<file path="src/design/ctb_pkg.sv">
// ----------------------------------------------------------------------------
// ctb_pkg: shared types and constants for the countdown timer bank
// Field widths, result codes, reset values and controller/datapath structs.
// ----------------------------------------------------------------------------
package ctb_pkg;

  localparam int unsigned NUM_SLOTS_DEF = 16;
  localparam int unsigned MAX_RESULTS   = 16;

  localparam int unsigned TPS_W   = 10;
  localparam int unsigned SECS_W  = 16;
  localparam int unsigned TAG_W   = 8;
  localparam int unsigned SLOT_W  = 4;
  localparam int unsigned COUNT_W = 32;
  localparam int unsigned NRES_W  = $clog2(MAX_RESULTS + 1);

  localparam logic [TPS_W-1:0] TPS_RESET = TPS_W'(50);

  typedef enum logic [1:0] {
    EV_TICK    = 2'd0,
    EV_EXPIRED = 2'd1,
    EV_ADD_OK  = 2'd2,
    EV_ADD_REJ = 2'd3
  } event_e;

  // controller -> datapath
  typedef struct packed {
    logic load;         // latch request; on a tick, advance tick counter / prescaler
    logic walk_step;    // process current slot of a second boundary, advance
    logic scan_next;    // add scan: move to next slot
    logic add_place;    // add scan: take current (free) slot
    logic emit_reject;  // add scan: no free slot
    logic emit_tick;    // tick with no expiry
    logic emit_final;   // flush held expiry as the last result
  } ctb_cmd_t;

  // datapath -> controller
  typedef struct packed {
    logic boundary;     // the offered tick ends a second
    logic cur_active;   // slot under the index is in use
    logic walk_ok;      // current slot can be processed this cycle
    logic idx_last;     // index is on the last slot
    logic pend_valid;   // an expiry result is held back
    logic out_free;     // output register can take a result
  } ctb_status_t;

endpackage

</file>
<file path="src/design/ctb_ram.sv">
// ----------------------------------------------------------------------------
// ctb_ram: generic single-write, single-read RAM
// One write port, one read port, read data registered.
// ----------------------------------------------------------------------------
module ctb_ram #(
  parameter int unsigned WIDTH = 8,
  parameter int unsigned DEPTH = 16,
  localparam int unsigned AW   = (DEPTH > 1) ? $clog2(DEPTH) : 1
) (
  input  logic             clk_i,
  input  logic             we_i,
  input  logic [AW-1:0]    waddr_i,
  input  logic [WIDTH-1:0] wdata_i,
  input  logic [AW-1:0]    raddr_i,
  output logic [WIDTH-1:0] rdata_o
);

  logic [WIDTH-1:0] mem_q [DEPTH];
  logic [WIDTH-1:0] rdata_q;

  always_ff @(posedge clk_i) begin
    if (we_i) begin
      mem_q[waddr_i] <= wdata_i;
    end
    rdata_q <= mem_q[raddr_i];
  end

  assign rdata_o = rdata_q;

endmodule

</file>
<file path="src/design/ctb_ctrl.sv">
// ----------------------------------------------------------------------------
// ctb_ctrl: sequencing state machine of the countdown timer bank
// Accepts one request at a time and steps the datapath through it.
// ----------------------------------------------------------------------------
module ctb_ctrl
  import ctb_pkg::*;
(
  input  logic        clk_i,
  input  logic        rst_ni,
  input  logic        in_valid_i,
  input  logic        kind_i,
  output logic        in_stall_o,
  input  ctb_status_t st_i,
  output ctb_cmd_t    cmd_o
);

  typedef enum logic [4:0] {
    S_IDLE   = 5'b00001,
    S_PRIME  = 5'b00010,
    S_WALK   = 5'b00100,
    S_ADD    = 5'b01000,
    S_FINISH = 5'b10000
  } state_e;

  state_e state_q, state_d;

  always_comb begin
    state_d = state_q;
    cmd_o   = '0;
    case (state_q)
      S_IDLE: begin
        if (in_valid_i) begin
          cmd_o.load = 1'b1;
          if (kind_i) begin
            state_d = S_ADD;
          end else if (st_i.boundary) begin
            state_d = S_PRIME;
          end else begin
            state_d = S_FINISH;
          end
        end
      end
      S_PRIME: begin
        // slot 0 read is in flight
        state_d = S_WALK;
      end
      S_WALK: begin
        if (st_i.walk_ok) begin
          cmd_o.walk_step = 1'b1;
          if (st_i.idx_last) begin
            state_d = S_FINISH;
          end
        end
      end
      S_ADD: begin
        if (!st_i.cur_active) begin
          if (st_i.out_free) begin
            cmd_o.add_place = 1'b1;
            state_d         = S_IDLE;
          end
        end else if (st_i.idx_last) begin
          if (st_i.out_free) begin
            cmd_o.emit_reject = 1'b1;
            state_d           = S_IDLE;
          end
        end else begin
          cmd_o.scan_next = 1'b1;
        end
      end
      S_FINISH: begin
        if (st_i.out_free) begin
          if (st_i.pend_valid) begin
            cmd_o.emit_final = 1'b1;
          end else begin
            cmd_o.emit_tick = 1'b1;
          end
          state_d = S_IDLE;
        end
      end
      default: begin
        state_d = S_IDLE;
      end
    endcase
  end

  always_ff @(posedge clk_i or negedge rst_ni) begin
    if (!rst_ni) begin
      state_q <= S_IDLE;
    end else begin
      state_q <= state_d;
    end
  end

  assign in_stall_o = (state_q != S_IDLE);

  // new work only enters from idle
  assert property (@(posedge clk_i) disable iff (!rst_ni)
    cmd_o.load |-> state_q == S_IDLE)
    else $error("ctb_ctrl: load outside idle");

  // a boundary walk always starts from the read-priming state
  assert property (@(posedge clk_i) disable iff (!rst_ni)
    state_q == S_PRIME |=> state_q == S_WALK)
    else $error("ctb_ctrl: prime not followed by walk");

  // at most one result is produced per cycle
  assert property (@(posedge clk_i) disable iff (!rst_ni)
    $onehot0({cmd_o.add_place, cmd_o.emit_reject, cmd_o.emit_tick, cmd_o.emit_final}))
    else $error("ctb_ctrl: several result commands at once");

endmodule

</file>
<file path="src/design/ctb_dp.sv">
// ----------------------------------------------------------------------------
// ctb_dp: datapath of the countdown timer bank
// Tick counter, prescaler, slot store, held expiry and output register.
// ----------------------------------------------------------------------------
module ctb_dp
  import ctb_pkg::*;
#(
  parameter int unsigned NUM_SLOTS = NUM_SLOTS_DEF,
  localparam int unsigned IW       = (NUM_SLOTS > 1) ? $clog2(NUM_SLOTS) : 1
) (
  input  logic               clk_i,
  input  logic               rst_ni,
  input  logic               cfg_we_i,
  input  logic [TPS_W-1:0]   cfg_wdata_i,
  input  logic               kind_i,
  input  logic [SECS_W-1:0]  seconds_i,
  input  logic [TAG_W-1:0]   tag_i,
  input  ctb_cmd_t           cmd_i,
  output ctb_status_t        st_o,
  output logic               out_valid_o,
  input  logic               out_stall_i,
  output logic [1:0]         event_res_o,
  output logic [SLOT_W-1:0]  slot_o,
  output logic [TAG_W-1:0]   tag_out_o,
  output logic [COUNT_W-1:0] tick_count_o,
  output logic               last_o
);

  localparam int unsigned RAM_W = SECS_W + TAG_W;

  logic [TPS_W-1:0]   tps_q;
  logic [TPS_W-1:0]   pres_q, pres_inc;
  logic [COUNT_W-1:0] tick_q;
  logic [NUM_SLOTS-1:0] active_q;
  logic [IW-1:0]      idx_q;
  logic [NRES_W-1:0]  nres_q;
  logic [SECS_W-1:0]  req_secs_q;
  logic [TAG_W-1:0]   req_tag_q;

  logic               pend_valid_q;
  logic [SLOT_W-1:0]  pend_slot_q;
  logic [TAG_W-1:0]   pend_tag_q;

  logic               out_valid_q;
  event_e             out_ev_q;
  logic [SLOT_W-1:0]  out_slot_q;
  logic [TAG_W-1:0]   out_tag_q;
  logic [COUNT_W-1:0] out_count_q;
  logic               out_last_q;

  logic [RAM_W-1:0]   ram_rdata, ram_wdata;
  logic [IW-1:0]      ram_raddr;
  logic               ram_we;
  logic [SECS_W-1:0]  cur_secs, dec_secs;
  logic [TAG_W-1:0]   cur_tag;
  logic               cur_active, cur_due, cur_expire, out_free, emit;

  // ---- prescaler ----
  assign pres_inc    = pres_q + TPS_W'(1);
  assign st_o.boundary = (pres_inc >= tps_q);

  // ---- slot store ----
  assign cur_secs   = ram_rdata[RAM_W-1:TAG_W];
  assign cur_tag    = ram_rdata[TAG_W-1:0];
  assign cur_active = active_q[idx_q];
  assign cur_due    = (cur_secs <= SECS_W'(1));
  assign cur_expire = cur_active && cur_due && (nres_q < NRES_W'(MAX_RESULTS));
  assign dec_secs   = cur_due ? '0 : (cur_secs - SECS_W'(1));

  // keep reading the current slot until it is processed
  assign ram_raddr = cmd_i.walk_step ? (idx_q + IW'(1)) : idx_q;
  assign ram_we    = cmd_i.add_place || (cmd_i.walk_step && cur_active && !cur_expire);
  assign ram_wdata = cmd_i.add_place ? {req_secs_q, req_tag_q} : {dec_secs, cur_tag};

  ctb_ram #(
    .WIDTH (RAM_W),
    .DEPTH (NUM_SLOTS)
  ) u_slot_ram (
    .clk_i   (clk_i),
    .we_i    (ram_we),
    .waddr_i (idx_q),
    .wdata_i (ram_wdata),
    .raddr_i (ram_raddr),
    .rdata_o (ram_rdata)
  );

  // ---- status ----
  assign out_free        = !out_valid_q || !out_stall_i;
  assign st_o.cur_active = cur_active;
  assign st_o.walk_ok    = !(cur_expire && pend_valid_q && !out_free);
  assign st_o.idx_last   = (idx_q == IW'(NUM_SLOTS - 1));
  assign st_o.pend_valid = pend_valid_q;
  assign st_o.out_free   = out_free;

  assign emit = cmd_i.add_place || cmd_i.emit_reject || cmd_i.emit_tick ||
                cmd_i.emit_final || (cmd_i.walk_step && cur_expire && pend_valid_q);

  // ---- control state ----
  always_ff @(posedge clk_i or negedge rst_ni) begin
    if (!rst_ni) begin
      tps_q        <= TPS_RESET;
      pres_q       <= '0;
      tick_q       <= '0;
      active_q     <= '0;
      idx_q        <= '0;
      nres_q       <= '0;
      pend_valid_q <= 1'b0;
      out_valid_q  <= 1'b0;
    end else begin
      if (cfg_we_i) begin
        tps_q <= cfg_wdata_i;
      end
      out_valid_q <= emit || (out_valid_q && out_stall_i);
      if (cmd_i.load) begin
        idx_q        <= '0;
        nres_q       <= '0;
        pend_valid_q <= 1'b0;
        if (!kind_i) begin
          tick_q <= tick_q + COUNT_W'(1);
          pres_q <= st_o.boundary ? '0 : pres_inc;
        end
      end
      if (cmd_i.walk_step || cmd_i.scan_next) begin
        idx_q <= idx_q + IW'(1);
      end
      if (cmd_i.walk_step && cur_expire) begin
        active_q[idx_q] <= 1'b0;
        pend_valid_q    <= 1'b1;
        nres_q          <= nres_q + NRES_W'(1);
      end
      if (cmd_i.add_place) begin
        active_q[idx_q] <= 1'b1;
      end
      if (cmd_i.emit_final) begin
        pend_valid_q <= 1'b0;
      end
    end
  end

  // ---- payload registers ----
  always_ff @(posedge clk_i) begin
    if (cmd_i.load) begin
      req_secs_q <= seconds_i;
      req_tag_q  <= tag_i;
    end
    if (cmd_i.walk_step && cur_expire) begin
      pend_slot_q <= SLOT_W'(idx_q);
      pend_tag_q  <= cur_tag;
    end
    // tick count travels with its result; a later tick may load meanwhile
    if (emit) begin
      out_count_q <= tick_q;
    end
    if (cmd_i.walk_step && cur_expire && pend_valid_q) begin
      out_ev_q   <= EV_EXPIRED;
      out_slot_q <= pend_slot_q;
      out_tag_q  <= pend_tag_q;
      out_last_q <= 1'b0;
    end else if (cmd_i.emit_final) begin
      out_ev_q   <= EV_EXPIRED;
      out_slot_q <= pend_slot_q;
      out_tag_q  <= pend_tag_q;
      out_last_q <= 1'b1;
    end else if (cmd_i.add_place) begin
      out_ev_q   <= EV_ADD_OK;
      out_slot_q <= SLOT_W'(idx_q);
      out_tag_q  <= req_tag_q;
      out_last_q <= 1'b1;
    end else if (cmd_i.emit_reject) begin
      out_ev_q   <= EV_ADD_REJ;
      out_slot_q <= '0;
      out_tag_q  <= req_tag_q;
      out_last_q <= 1'b1;
    end else if (cmd_i.emit_tick) begin
      out_ev_q   <= EV_TICK;
      out_slot_q <= '0;
      out_tag_q  <= '0;
      out_last_q <= 1'b1;
    end
  end

  assign out_valid_o  = out_valid_q;
  assign event_res_o  = out_ev_q;
  assign slot_o       = out_slot_q;
  assign tag_out_o    = out_tag_q;
  assign tick_count_o = out_count_q;
  assign last_o       = out_last_q;

  // an add never lands on a busy slot
  assert property (@(posedge clk_i) disable iff (!rst_ni)
    cmd_i.add_place |-> !active_q[idx_q])
    else $error("ctb_dp: add on active slot");

  // no result overwrites one the receiver has not taken
  assert property (@(posedge clk_i) disable iff (!rst_ni)
    emit |-> out_free)
    else $error("ctb_dp: output register overrun");

  // expiry count per boundary stays within the result limit
  assert property (@(posedge clk_i) disable iff (!rst_ni)
    nres_q <= NRES_W'(MAX_RESULTS))
    else $error("ctb_dp: expiry count overflow");

  // the final flush always has a held expiry behind it
  assert property (@(posedge clk_i) disable iff (!rst_ni)
    cmd_i.emit_final |-> pend_valid_q)
    else $error("ctb_dp: final flush without held expiry");

endmodule

</file>
<file path="src/design/countdown_timer_bank.sv">
// ----------------------------------------------------------------------------
// countdown_timer_bank: bank of one-shot countdown timers
// Tick requests drive a prescaled seconds countdown; add requests arm slots.
// ----------------------------------------------------------------------------
// Usage:
//  - Request channel (in_valid_i / in_stall_o): kind_i = 0 is a tick,
//    kind_i = 1 arms a timer with seconds_i and tag_i in the lowest free slot.
//  - Result channel (out_valid_o / out_stall_i): one result per request, or
//    one per expired slot on a second boundary; last_o flags the final one.
//  - cfg_we_i / cfg_wdata_i set ticks per second (reset 50); write it while
//    the bank is idle.
//  - Requests are handled one at a time. A tick that does not end a second
//    passes through the finish state, where its result is registered. A tick
//    that ends a second walks the slot store once, one slot per cycle through
//    its single read port while no result stall holds the walk. An add scans
//    the in-use bits one slot per cycle.
//  - One expiry is held back until the next is found or the walk ends, so
//    last_o can be set on the real final result.
//  - Reset clears the tick counter, the prescaler and all in-use bits; the
//    slot store itself is not cleared, since only in-use slot data is used.
//  - A stalled receiver holds the result register; the walk pauses only when
//    a further result has nowhere to go.
// ----------------------------------------------------------------------------
module countdown_timer_bank
  import ctb_pkg::*;
#(
  parameter int unsigned NUM_SLOTS = NUM_SLOTS_DEF
) (
  input  logic               clk_i,
  input  logic               rst_ni,
  // configuration
  input  logic               cfg_we_i,
  input  logic [TPS_W-1:0]   cfg_wdata_i,
  // requests
  input  logic               in_valid_i,
  output logic               in_stall_o,
  input  logic               kind_i,
  input  logic [SECS_W-1:0]  seconds_i,
  input  logic [TAG_W-1:0]   tag_i,
  // results
  output logic               out_valid_o,
  input  logic               out_stall_i,
  output logic [1:0]         event_res_o,
  output logic [SLOT_W-1:0]  slot_o,
  output logic [TAG_W-1:0]   tag_out_o,
  output logic [COUNT_W-1:0] tick_count_o,
  output logic               last_o
);

  ctb_cmd_t    cmd;
  ctb_status_t st;

  // sequencer: owns the request handshake
  ctb_ctrl u_ctrl (
    .clk_i      (clk_i),
    .rst_ni     (rst_ni),
    .in_valid_i (in_valid_i),
    .kind_i     (kind_i),
    .in_stall_o (in_stall_o),
    .st_i       (st),
    .cmd_o      (cmd)
  );

  // datapath: counters, slot store and result register
  ctb_dp #(
    .NUM_SLOTS (NUM_SLOTS)
  ) u_dp (
    .clk_i        (clk_i),
    .rst_ni       (rst_ni),
    .cfg_we_i     (cfg_we_i),
    .cfg_wdata_i  (cfg_wdata_i),
    .kind_i       (kind_i),
    .seconds_i    (seconds_i),
    .tag_i        (tag_i),
    .cmd_i        (cmd),
    .st_o         (st),
    .out_valid_o  (out_valid_o),
    .out_stall_i  (out_stall_i),
    .event_res_o  (event_res_o),
    .slot_o       (slot_o),
    .tag_out_o    (tag_out_o),
    .tick_count_o (tick_count_o),
    .last_o       (last_o)
  );

endmodule
</file>
<file path="config.mk">
export PLATFORM = sky130hd
export DESIGN_NAME = countdown_timer_bank
export DESIGN_NICKNAME = d
export VERILOG_FILES = /design/src/design/ctb_pkg.sv /design/src/design/ctb_ram.sv /design/src/design/ctb_ctrl.sv /design/src/design/ctb_dp.sv /design/src/design/countdown_timer_bank.sv
export SDC_FILE = /design/constraint.sdc
export NUM_CORES = 1
export LEC_CHECK = 0
export ABC_CLOCK_PERIOD_IN_PS = 4100
export BUFFER_PORTS_ARGS = -buffer_cell sky130_fd_sc_hd__buf_2
export CAP_MARGIN = 5
export CORE_UTILIZATION = 45
export DETAILED_ROUTE_END_ITERATION = 16
export GPL_ROUTABILITY_DRIVEN = 0
export PLACE_DENSITY = 0.65
export SLEW_MARGIN = 20
export SYNTH_ARGS = -nofsm -noshare
export SYNTH_HDL_FRONTEND = slang
export SYNTH_SLANG_ARGS = --single-unit
</file>
<file path="constraint.sdc">
create_clock -name clk_i -period 4.1 [get_ports clk_i]
set_input_delay 0.205 -clock clk_i [delete_from_list [all_inputs] [get_ports clk_i]]
set_output_delay 0.205 -clock clk_i [all_outputs]
set_load 0.03 [all_outputs]
</file>
After elaboration in Yosys (flattened, before gate mapping)
Memories as Yosys holds them, arrays and structs flattened. A register that Yosys moved wholly into a read port is not among the register bits.
Cells that the tools add are included.
Widths: inputs -> output; s select.
{"block": "classes", "n_mux": 60, "n_lt_le_gt_ge": 5, "eq_ne": 11, "n_addsub": 5, "bitwise": 4, "n_reduce_logical": 31}
{"operator": "$mux 5", "count": 10}
{"operator": "$mux 16", "count": 3}
{"operator": "$mux 8", "count": 5}
{"operator": "$add 32x1->32 const B", "count": 1}
{"operator": "$mux 4", "count": 8}
{"operator": "$pmux 5 s5", "count": 1}
{"operator": "$mux 24", "count": 1}
{"operator": "$mux 1", "count": 23}
{"operator": "$and 16x16->16", "count": 1}
{"operator": "$le 16x1->1 const B", "count": 1}
{"operator": "$not 16->16", "count": 1}
{"operator": "$or 16x16->16", "count": 1}
{"operator": "$sub 16x1->16 const B", "count": 1}
{"operator": "$add 10x1->10 const B", "count": 1}
{"operator": "$ge 10x10->1", "count": 1}
{"operator": "$logic_and 1x1->1", "count": 10}
{"operator": "$mux 10", "count": 1}
{"operator": "$mux 2", "count": 5}
{"operator": "$logic_or 1x1->1", "count": 8}
{"operator": "$ne 2x2->1 const B", "count": 3}
{"operator": "$reduce_bool 3->1", "count": 2}
{"operator": "$add 5x1->5 const B", "count": 1}
{"operator": "$eq 5x1->1 const B", "count": 1}
{"operator": "$eq 5x2->1 const B", "count": 1}
{"operator": "21 further kinds", "count": 25}
{"block": "word_totals", "output_inout_bits": 49, "regBits": 167, "mem_count": 1, "wordCells": 135, "ramBits": 384}
{"name": "u_dp.u_slot_ram.mem_q", "words": 16, "word_bits": 24, "read_ports": 1, "rd_clocked_by_memory_dff": 1, "write_ports": 1, "line": "ctb_ram.sv:18", "rtl": "logic [WIDTH-1:0] mem_q [DEPTH];"}

Longest topological paths before layout
{"block": "depth", "depth_word": 13, "mapped_depth": 14}

Hierarchy
Synthesis repeated with hierarchy kept, for this count alone.
{"block": "hier_totals", "cells_unflattened": 1335, "hier_area_um2": 22788.1}
{"mod": "ctb_ram", "seq_area_each_um2": 12011.5, "area_each_um2": 14930.6, "n_inst": 1, "cells_per_inst": 636}
{"mod": "ctb_dp", "seq_area_each_um2": 4443.0, "area_each_um2": 7454.6, "n_inst": 1, "cells_per_inst": 650}
{"mod": "ctb_ctrl", "seq_area_each_um2": 126.4, "area_each_um2": 402.9, "n_inst": 1, "cells_per_inst": 49}

Worst setup path after synthesis
Ideal clock, no wire load.
{"block": "synth_timing", "kind": "flip-flop to flip-flop", "from": "register u_dp.idx_q[0]", "to": "register u_dp.out_count_q[0] (netlist: u_dp.tick_count_o[0]), enable pin", "required_time_ns": 3.712, "t_arrival_ns": 3.602, "n_path_buf": 3, "stages_incl_launch_ff": 10, "setup_ns": 0.388, "synth_period_minus_slack_ns": 3.990, "slack_ns": 0.110, "cell_sequence": "dfrtp_1 > buf_2 > mux4_2 > nand2b_1 > a22o_1 > a21o_1 > buf_4 > buf_6 > nor4_2 > a21o_1"}
{"block": "synth_via", "elab_chain_cells": 11}
{"element": "start: declaration", "line": "ctb_dp.sv:35", "rtl": "logic [IW-1:0] idx_q;"}
{"element": "start signal: assignment", "line": "ctb_dp.sv:124", "rtl": "idx_q <= idx_q + IW'(1);"}
{"element": "$bmux 1 s4", "line": "ctb_dp.sv:65", "rtl": "assign cur_active = active_q[idx_q];"}
{"element": "$mux 1 (implied by the code)", "line": "ctb_dp.sv:65"}
{"element": "$logic_and 1x1->1 (2 in a row)", "line": "ctb_dp.sv:67", "rtl": "assign cur_expire = cur_active && cur_due && (nres_q < NRES_W'(MAX_RESULTS));"}
{"element": "$logic_and 1x1->1 (2 in a row)", "line": "ctb_dp.sv:90", "rtl": "assign st_o.walk_ok = !(cur_expire && pend_valid_q && !out_free);"}
{"element": "$mux 1", "line": "ctb_ctrl.sv:48", "rtl": "if (st_i.walk_ok) begin"}
{"element": "$mux 1", "line": "ctb_ctrl.sv:30", "rtl": "case (state_q)"}
{"element": "$logic_and 1x1->1 (2 in a row)", "line": "ctb_dp.sv:96", "rtl": "cmd_i.emit_final || (cmd_i.walk_step && cur_expire && pend_valid_q);"}
{"element": "$logic_or 1x1->1 *", "line": "ctb_dp.sv:96"}
{"element": "named net u_dp.emit", "line": "ctb_dp.sv:56", "rtl": "logic cur_active, cur_due, cur_expire, out_free, emit;"}
{"element": "end signal: assignment", "line": "ctb_dp.sv:152", "rtl": "out_count_q <= tick_q;"}
{"element": "end: declaration", "line": "ctb_dp.sv:48", "rtl": "logic [COUNT_W-1:0] out_count_q;"}
The timed path passes the listed nets; every way through them passes the cells marked *. The select of a mux whose other input is x is not followed.
A chain may end at the register's enable or synchronous reset.

Worst setup path in the final report
{"block": "layout_timing", "from": "register u_dp.idx_q[2]", "to": "register u_dp.u_slot_ram.rdata_q[17] (netlist: u_dp.u_slot_ram.rdata_o[17]), read port of u_dp.u_slot_ram.mem_q"}
{"block": "layout_via", "elab_chain_cells": 9}
{"element": "$bmux 1 s4", "line": "ctb_dp.sv:65"}
{"element": "$mux 1 (implied by the code)", "line": "ctb_dp.sv:65"}
{"element": "$logic_and 1x1->1 (2 in a row)", "line": "ctb_dp.sv:67"}
{"element": "$logic_and 1x1->1 (2 in a row)", "line": "ctb_dp.sv:90"}
{"element": "$mux 1", "line": "ctb_ctrl.sv:48"}
{"element": "$mux 1", "line": "ctb_ctrl.sv:30"}
{"element": "$mux 4 *", "line": "ctb_dp.sv:71", "rtl": "assign ram_raddr = cmd_i.walk_step ? (idx_q + IW'(1)) : idx_q;"}
{"element": "end: declaration", "line": "ctb_ram.sv:19", "rtl": "logic [WIDTH-1:0] rdata_q;"}
Every way passes the cells marked *; elsewhere a longest branch is shown, timed or not. The select of a mux whose other input is x is not followed.

==> results by group <==
Run status
  • Status: complete, no violations

Yosys
  • EDFF count, synth: 464
  • Mapped Area: 25320 µm²
  • Ys flop type: edfxtp_1
  • Share of the synthesized area in the top cell type: 55.04%
  • Ys async rst share: 14.61%
  • Number of distinct library cells after synthesis: 68
  • Synthesized netlist cell count: 1937
  • Syn nets: 1996
  • Top cell type by total area after synthesis: edfxtp_1
  • Sequential area share after synthesis: 65.50%
  • Synth Area per Inst: 13.07 µm²
  • FF+latch count, synth: 575
  • Ys Warns: 0
  • Top cells by area, synth: edfxtp_1 (55%), dfrtp_1 (7.9%), o221ai_1 (3.6%)

Routing
  • # DRC: 0
  • Mean routed wirelength per cell: 25.10 µm
  • Initial drt markers: 2119
  • Routed vias: 18160
  • First-pass DRT Iterations: 6
  • Post-route ant nets: 0
  • Via/cell ratio: 6.300
  • Routed wire length: 72370 µm

Timing
  • Final setup fails: 0
  • Final Hold Vio Count: 0
  • Slew HR: 29.98%
  • RSZ-0062 raised after global routing: false
  • Count of pins over their slew limit: 0
  • Worst Max-Slew Pin Slew: 1.046 ns
  • Period utilization: 93.48%
  • Fin Hold WS: 0.03277 ns
  • Minimum clock period: 3.833 ns
  • Fmax: 0.2609 GHz
  • Fin Setup TNS: 0 ns
  • Worst Skew: 0.01389 ns

Setup path
  • Setup crit start: u_dp.idx_q[2]
  • Setup crit end kind: register
  • Critical-path top delay cell: dfrtp_1
  • CP Cell Sequence: nor2b_1 > a221oi_1 > a22o_1 > a21o_4 > buf_4 > nand3_1 > o22ai_1 > nor4_1 > or4_1
  • Worst Path Max Fanout: 33
  • Startpoint types: register
  • Worst Setup Path Type: register to register
  • R2R Path Start: u_dp.idx_q[2]
  • Worst endpoint required time: 4.59 ns
  • CP max stage delay: 0.62 ns
  • Arrival time worst endpoint: 4.33 ns

CTS
  • Post-CTS sizing: 0
  • Clk buf depth: 3
  • TritonCTS sink count: 575
  • Hold-fix buffer count after cts: 54
  • Setup bufs post-CTS: 0
  • Clock latency on the worst-skew pair: 0.63 ns
  • CTS Buf Count: 58
  • CTS tree: yes
  • Clock Tree Root: clkbuf_16
  • H-tree levels: 2
  • Clk pin slew, worst setup/hold paths: 0.06 ns

Layout
  • Fraction of layout cells with a size suffix above 1: 16.54%
  • Filler cells: 4532
  • Area Overhead vs Synth: 16.25%
  • Commonest non-fill, non-tap cell in the layout: edfxtp_1
  • Most frequent cells in the layout: edfxtp_1 (464), nand2_1 (157), nor2_1 (137)
  • Fin nets: 2143
  • Post-layout util: 53.21%

Floorplan
  • FP Rows: 86
  • Initial Util: 45.77%
  • Die Width: 239.2 µm
  • I/O pin count: 89
  • Die H: 239.2 µm
  • Core area: 55310 µm²
  • Die area: 57210 µm²

Hold path
  • Hold WC Path Type: input port to register
  • HP Start: cfg_we_i

Global routing
  • First-pass GRT wire length: 108200 µm
  • GRT Total Usage: 25.24%
  • Remaining global-route overflow: 0
  • Initial antenna violation count: 2
  • Vias in the first global route: 17710
  • Largest net degree at the start of global routing: 158

Place
  • Placed wire-length estimate: 42780 µm
  • IO buf count: 88

Power
  • Leak: 9.940 nW
  • VDD IR-drop max: 0.3012 mV
  • Power density of the placed cells: 527.6 nW/µm²
  • Pwr Total: 15.53 mW

Run
  • Max cap viols: 0
==> worst max-delay path: cells and delay by family, from the launching register on <==
family	cells	cell delay, ns
flip-flops	1	0.62
AND/OR/NAND/NOR	4	1.07
AO/OA/AOI/OAI	4	1.57
buffers and inverters	1	0.42
==> registers in the layout (all words and copies together), names as in the netlist, 2 cells and up, named ones only <==
| signal | flops |
|---|---|
| u_ctrl.state_q | 5 |
| u_dp.active_q | 15 |
| u_dp.event_res_o | 2 |
| u_dp.idx_q | 4 |
| u_dp.nres_q | 5 |
| u_dp.pend_slot_q | 4 |
| u_dp.pend_tag_q | 8 |
| u_dp.pres_q | 10 |
| u_dp.req_secs_q | 16 |
| u_dp.req_tag_q | 8 |
| u_dp.slot_o | 4 |
| u_dp.tag_out_o | 8 |
| u_dp.tick_count_o | 32 |
| u_dp.tick_q | 32 |
| u_dp.tps_q | 10 |
| u_dp.u_slot_ram.mem_q | 384 |
| u_dp.u_slot_ram.rdata_o | 24 |
==> cell type report <==
type | instances | area, µm² | area share (%)
sequential | 575 | 16590 | 56.37
multi-input combinational | 1196 | 8263 | 28.08
timing repair buffer | 221 | 1708 | 5.804
clock buffer | 82 | 1632 | 5.544
tap | 748 | 935.9 | 3.180
clock inverter | 28 | 178.9 | 0.6080
inverter | 32 | 120.1 | 0.4082
antenna | 1 | 2.502 | 0.008503
==> kinds of logic after synthesis <==
logic type | after synthesis | share of synthesized area (%)
compound gates | 530 | 15.15
buf+inv | 166 | 2.674
fa+ha+maj | 19 | 0.9391
mux | 98 | 4.839
simple gates | 495 | 9.035
flops | 575 | 65.50
xor+xnor | 54 | 1.868
==> power breakdown <==
| part | total [mW] | internal, mW | switching (mW) |
|---|---|---|---|
| clock | 5.04 | 2.78 | 2.25 |
| sequential | 7.31 | 7.05 | 0.262 |
| combinational | 3.17 | 1.06 | 2.11 |
==> metal layers <==
| layer | part of all wire (%) | track usage (%) |
|---|---|---|
| met5 | 0 | 0 |
| met3 | 9.5 | 4.541 |
| met1 | 40 | 33.60 |
| met2 | 47 | 40.95 |
| met4 | 3.6 | 10.14 |
==> path summary, 6_finish.rpt <==
check,to,slack [ns],depth (start not counted)
min reg2reg,u_dp.pend_tag_q[3],0.44,0
min in group asynchronous,u_dp.tps_q[6],0.22,2
min,u_dp.tps_q[2],0.03,2
max,u_dp.u_slot_ram.rdata_o[17],0.27,9
max in group asynchronous,u_dp.idx_q[0],3.30,2
max reg2reg,u_dp.u_slot_ram.rdata_o[17],0.27,9
==> synth_stat cells, drive strengths merged, types with 17 or more instances <==
master,number
a211o,17
nor2,156
dfxtp,27
clkbuf,80
o22ai,63
o221ai,103
nor3,31
ha,19
mux2i,47
a211oi,23
buf,54
a21oi,33
nand3,45
o21ai,125
dfrtp,80
edfxtp,464
nand2,160
o31ai,33
mux2,35
inv,31
xnor2,38
o32ai,27
==> per-stage QoR <==
step,worst slack (ns),std cells,instance area [µm²]
2_1_floorplan,0.1098,1937,25320
3_3_place_gp,0.4254,2714,26940
3_5_place_dp,0.3765,2717,27020
4_1_cts,0.3571,2881,29370
5_1_grt,0.09044,2883,29430
6_report,0.2671,2883,29430
Power figures use the tool's default switching activity.
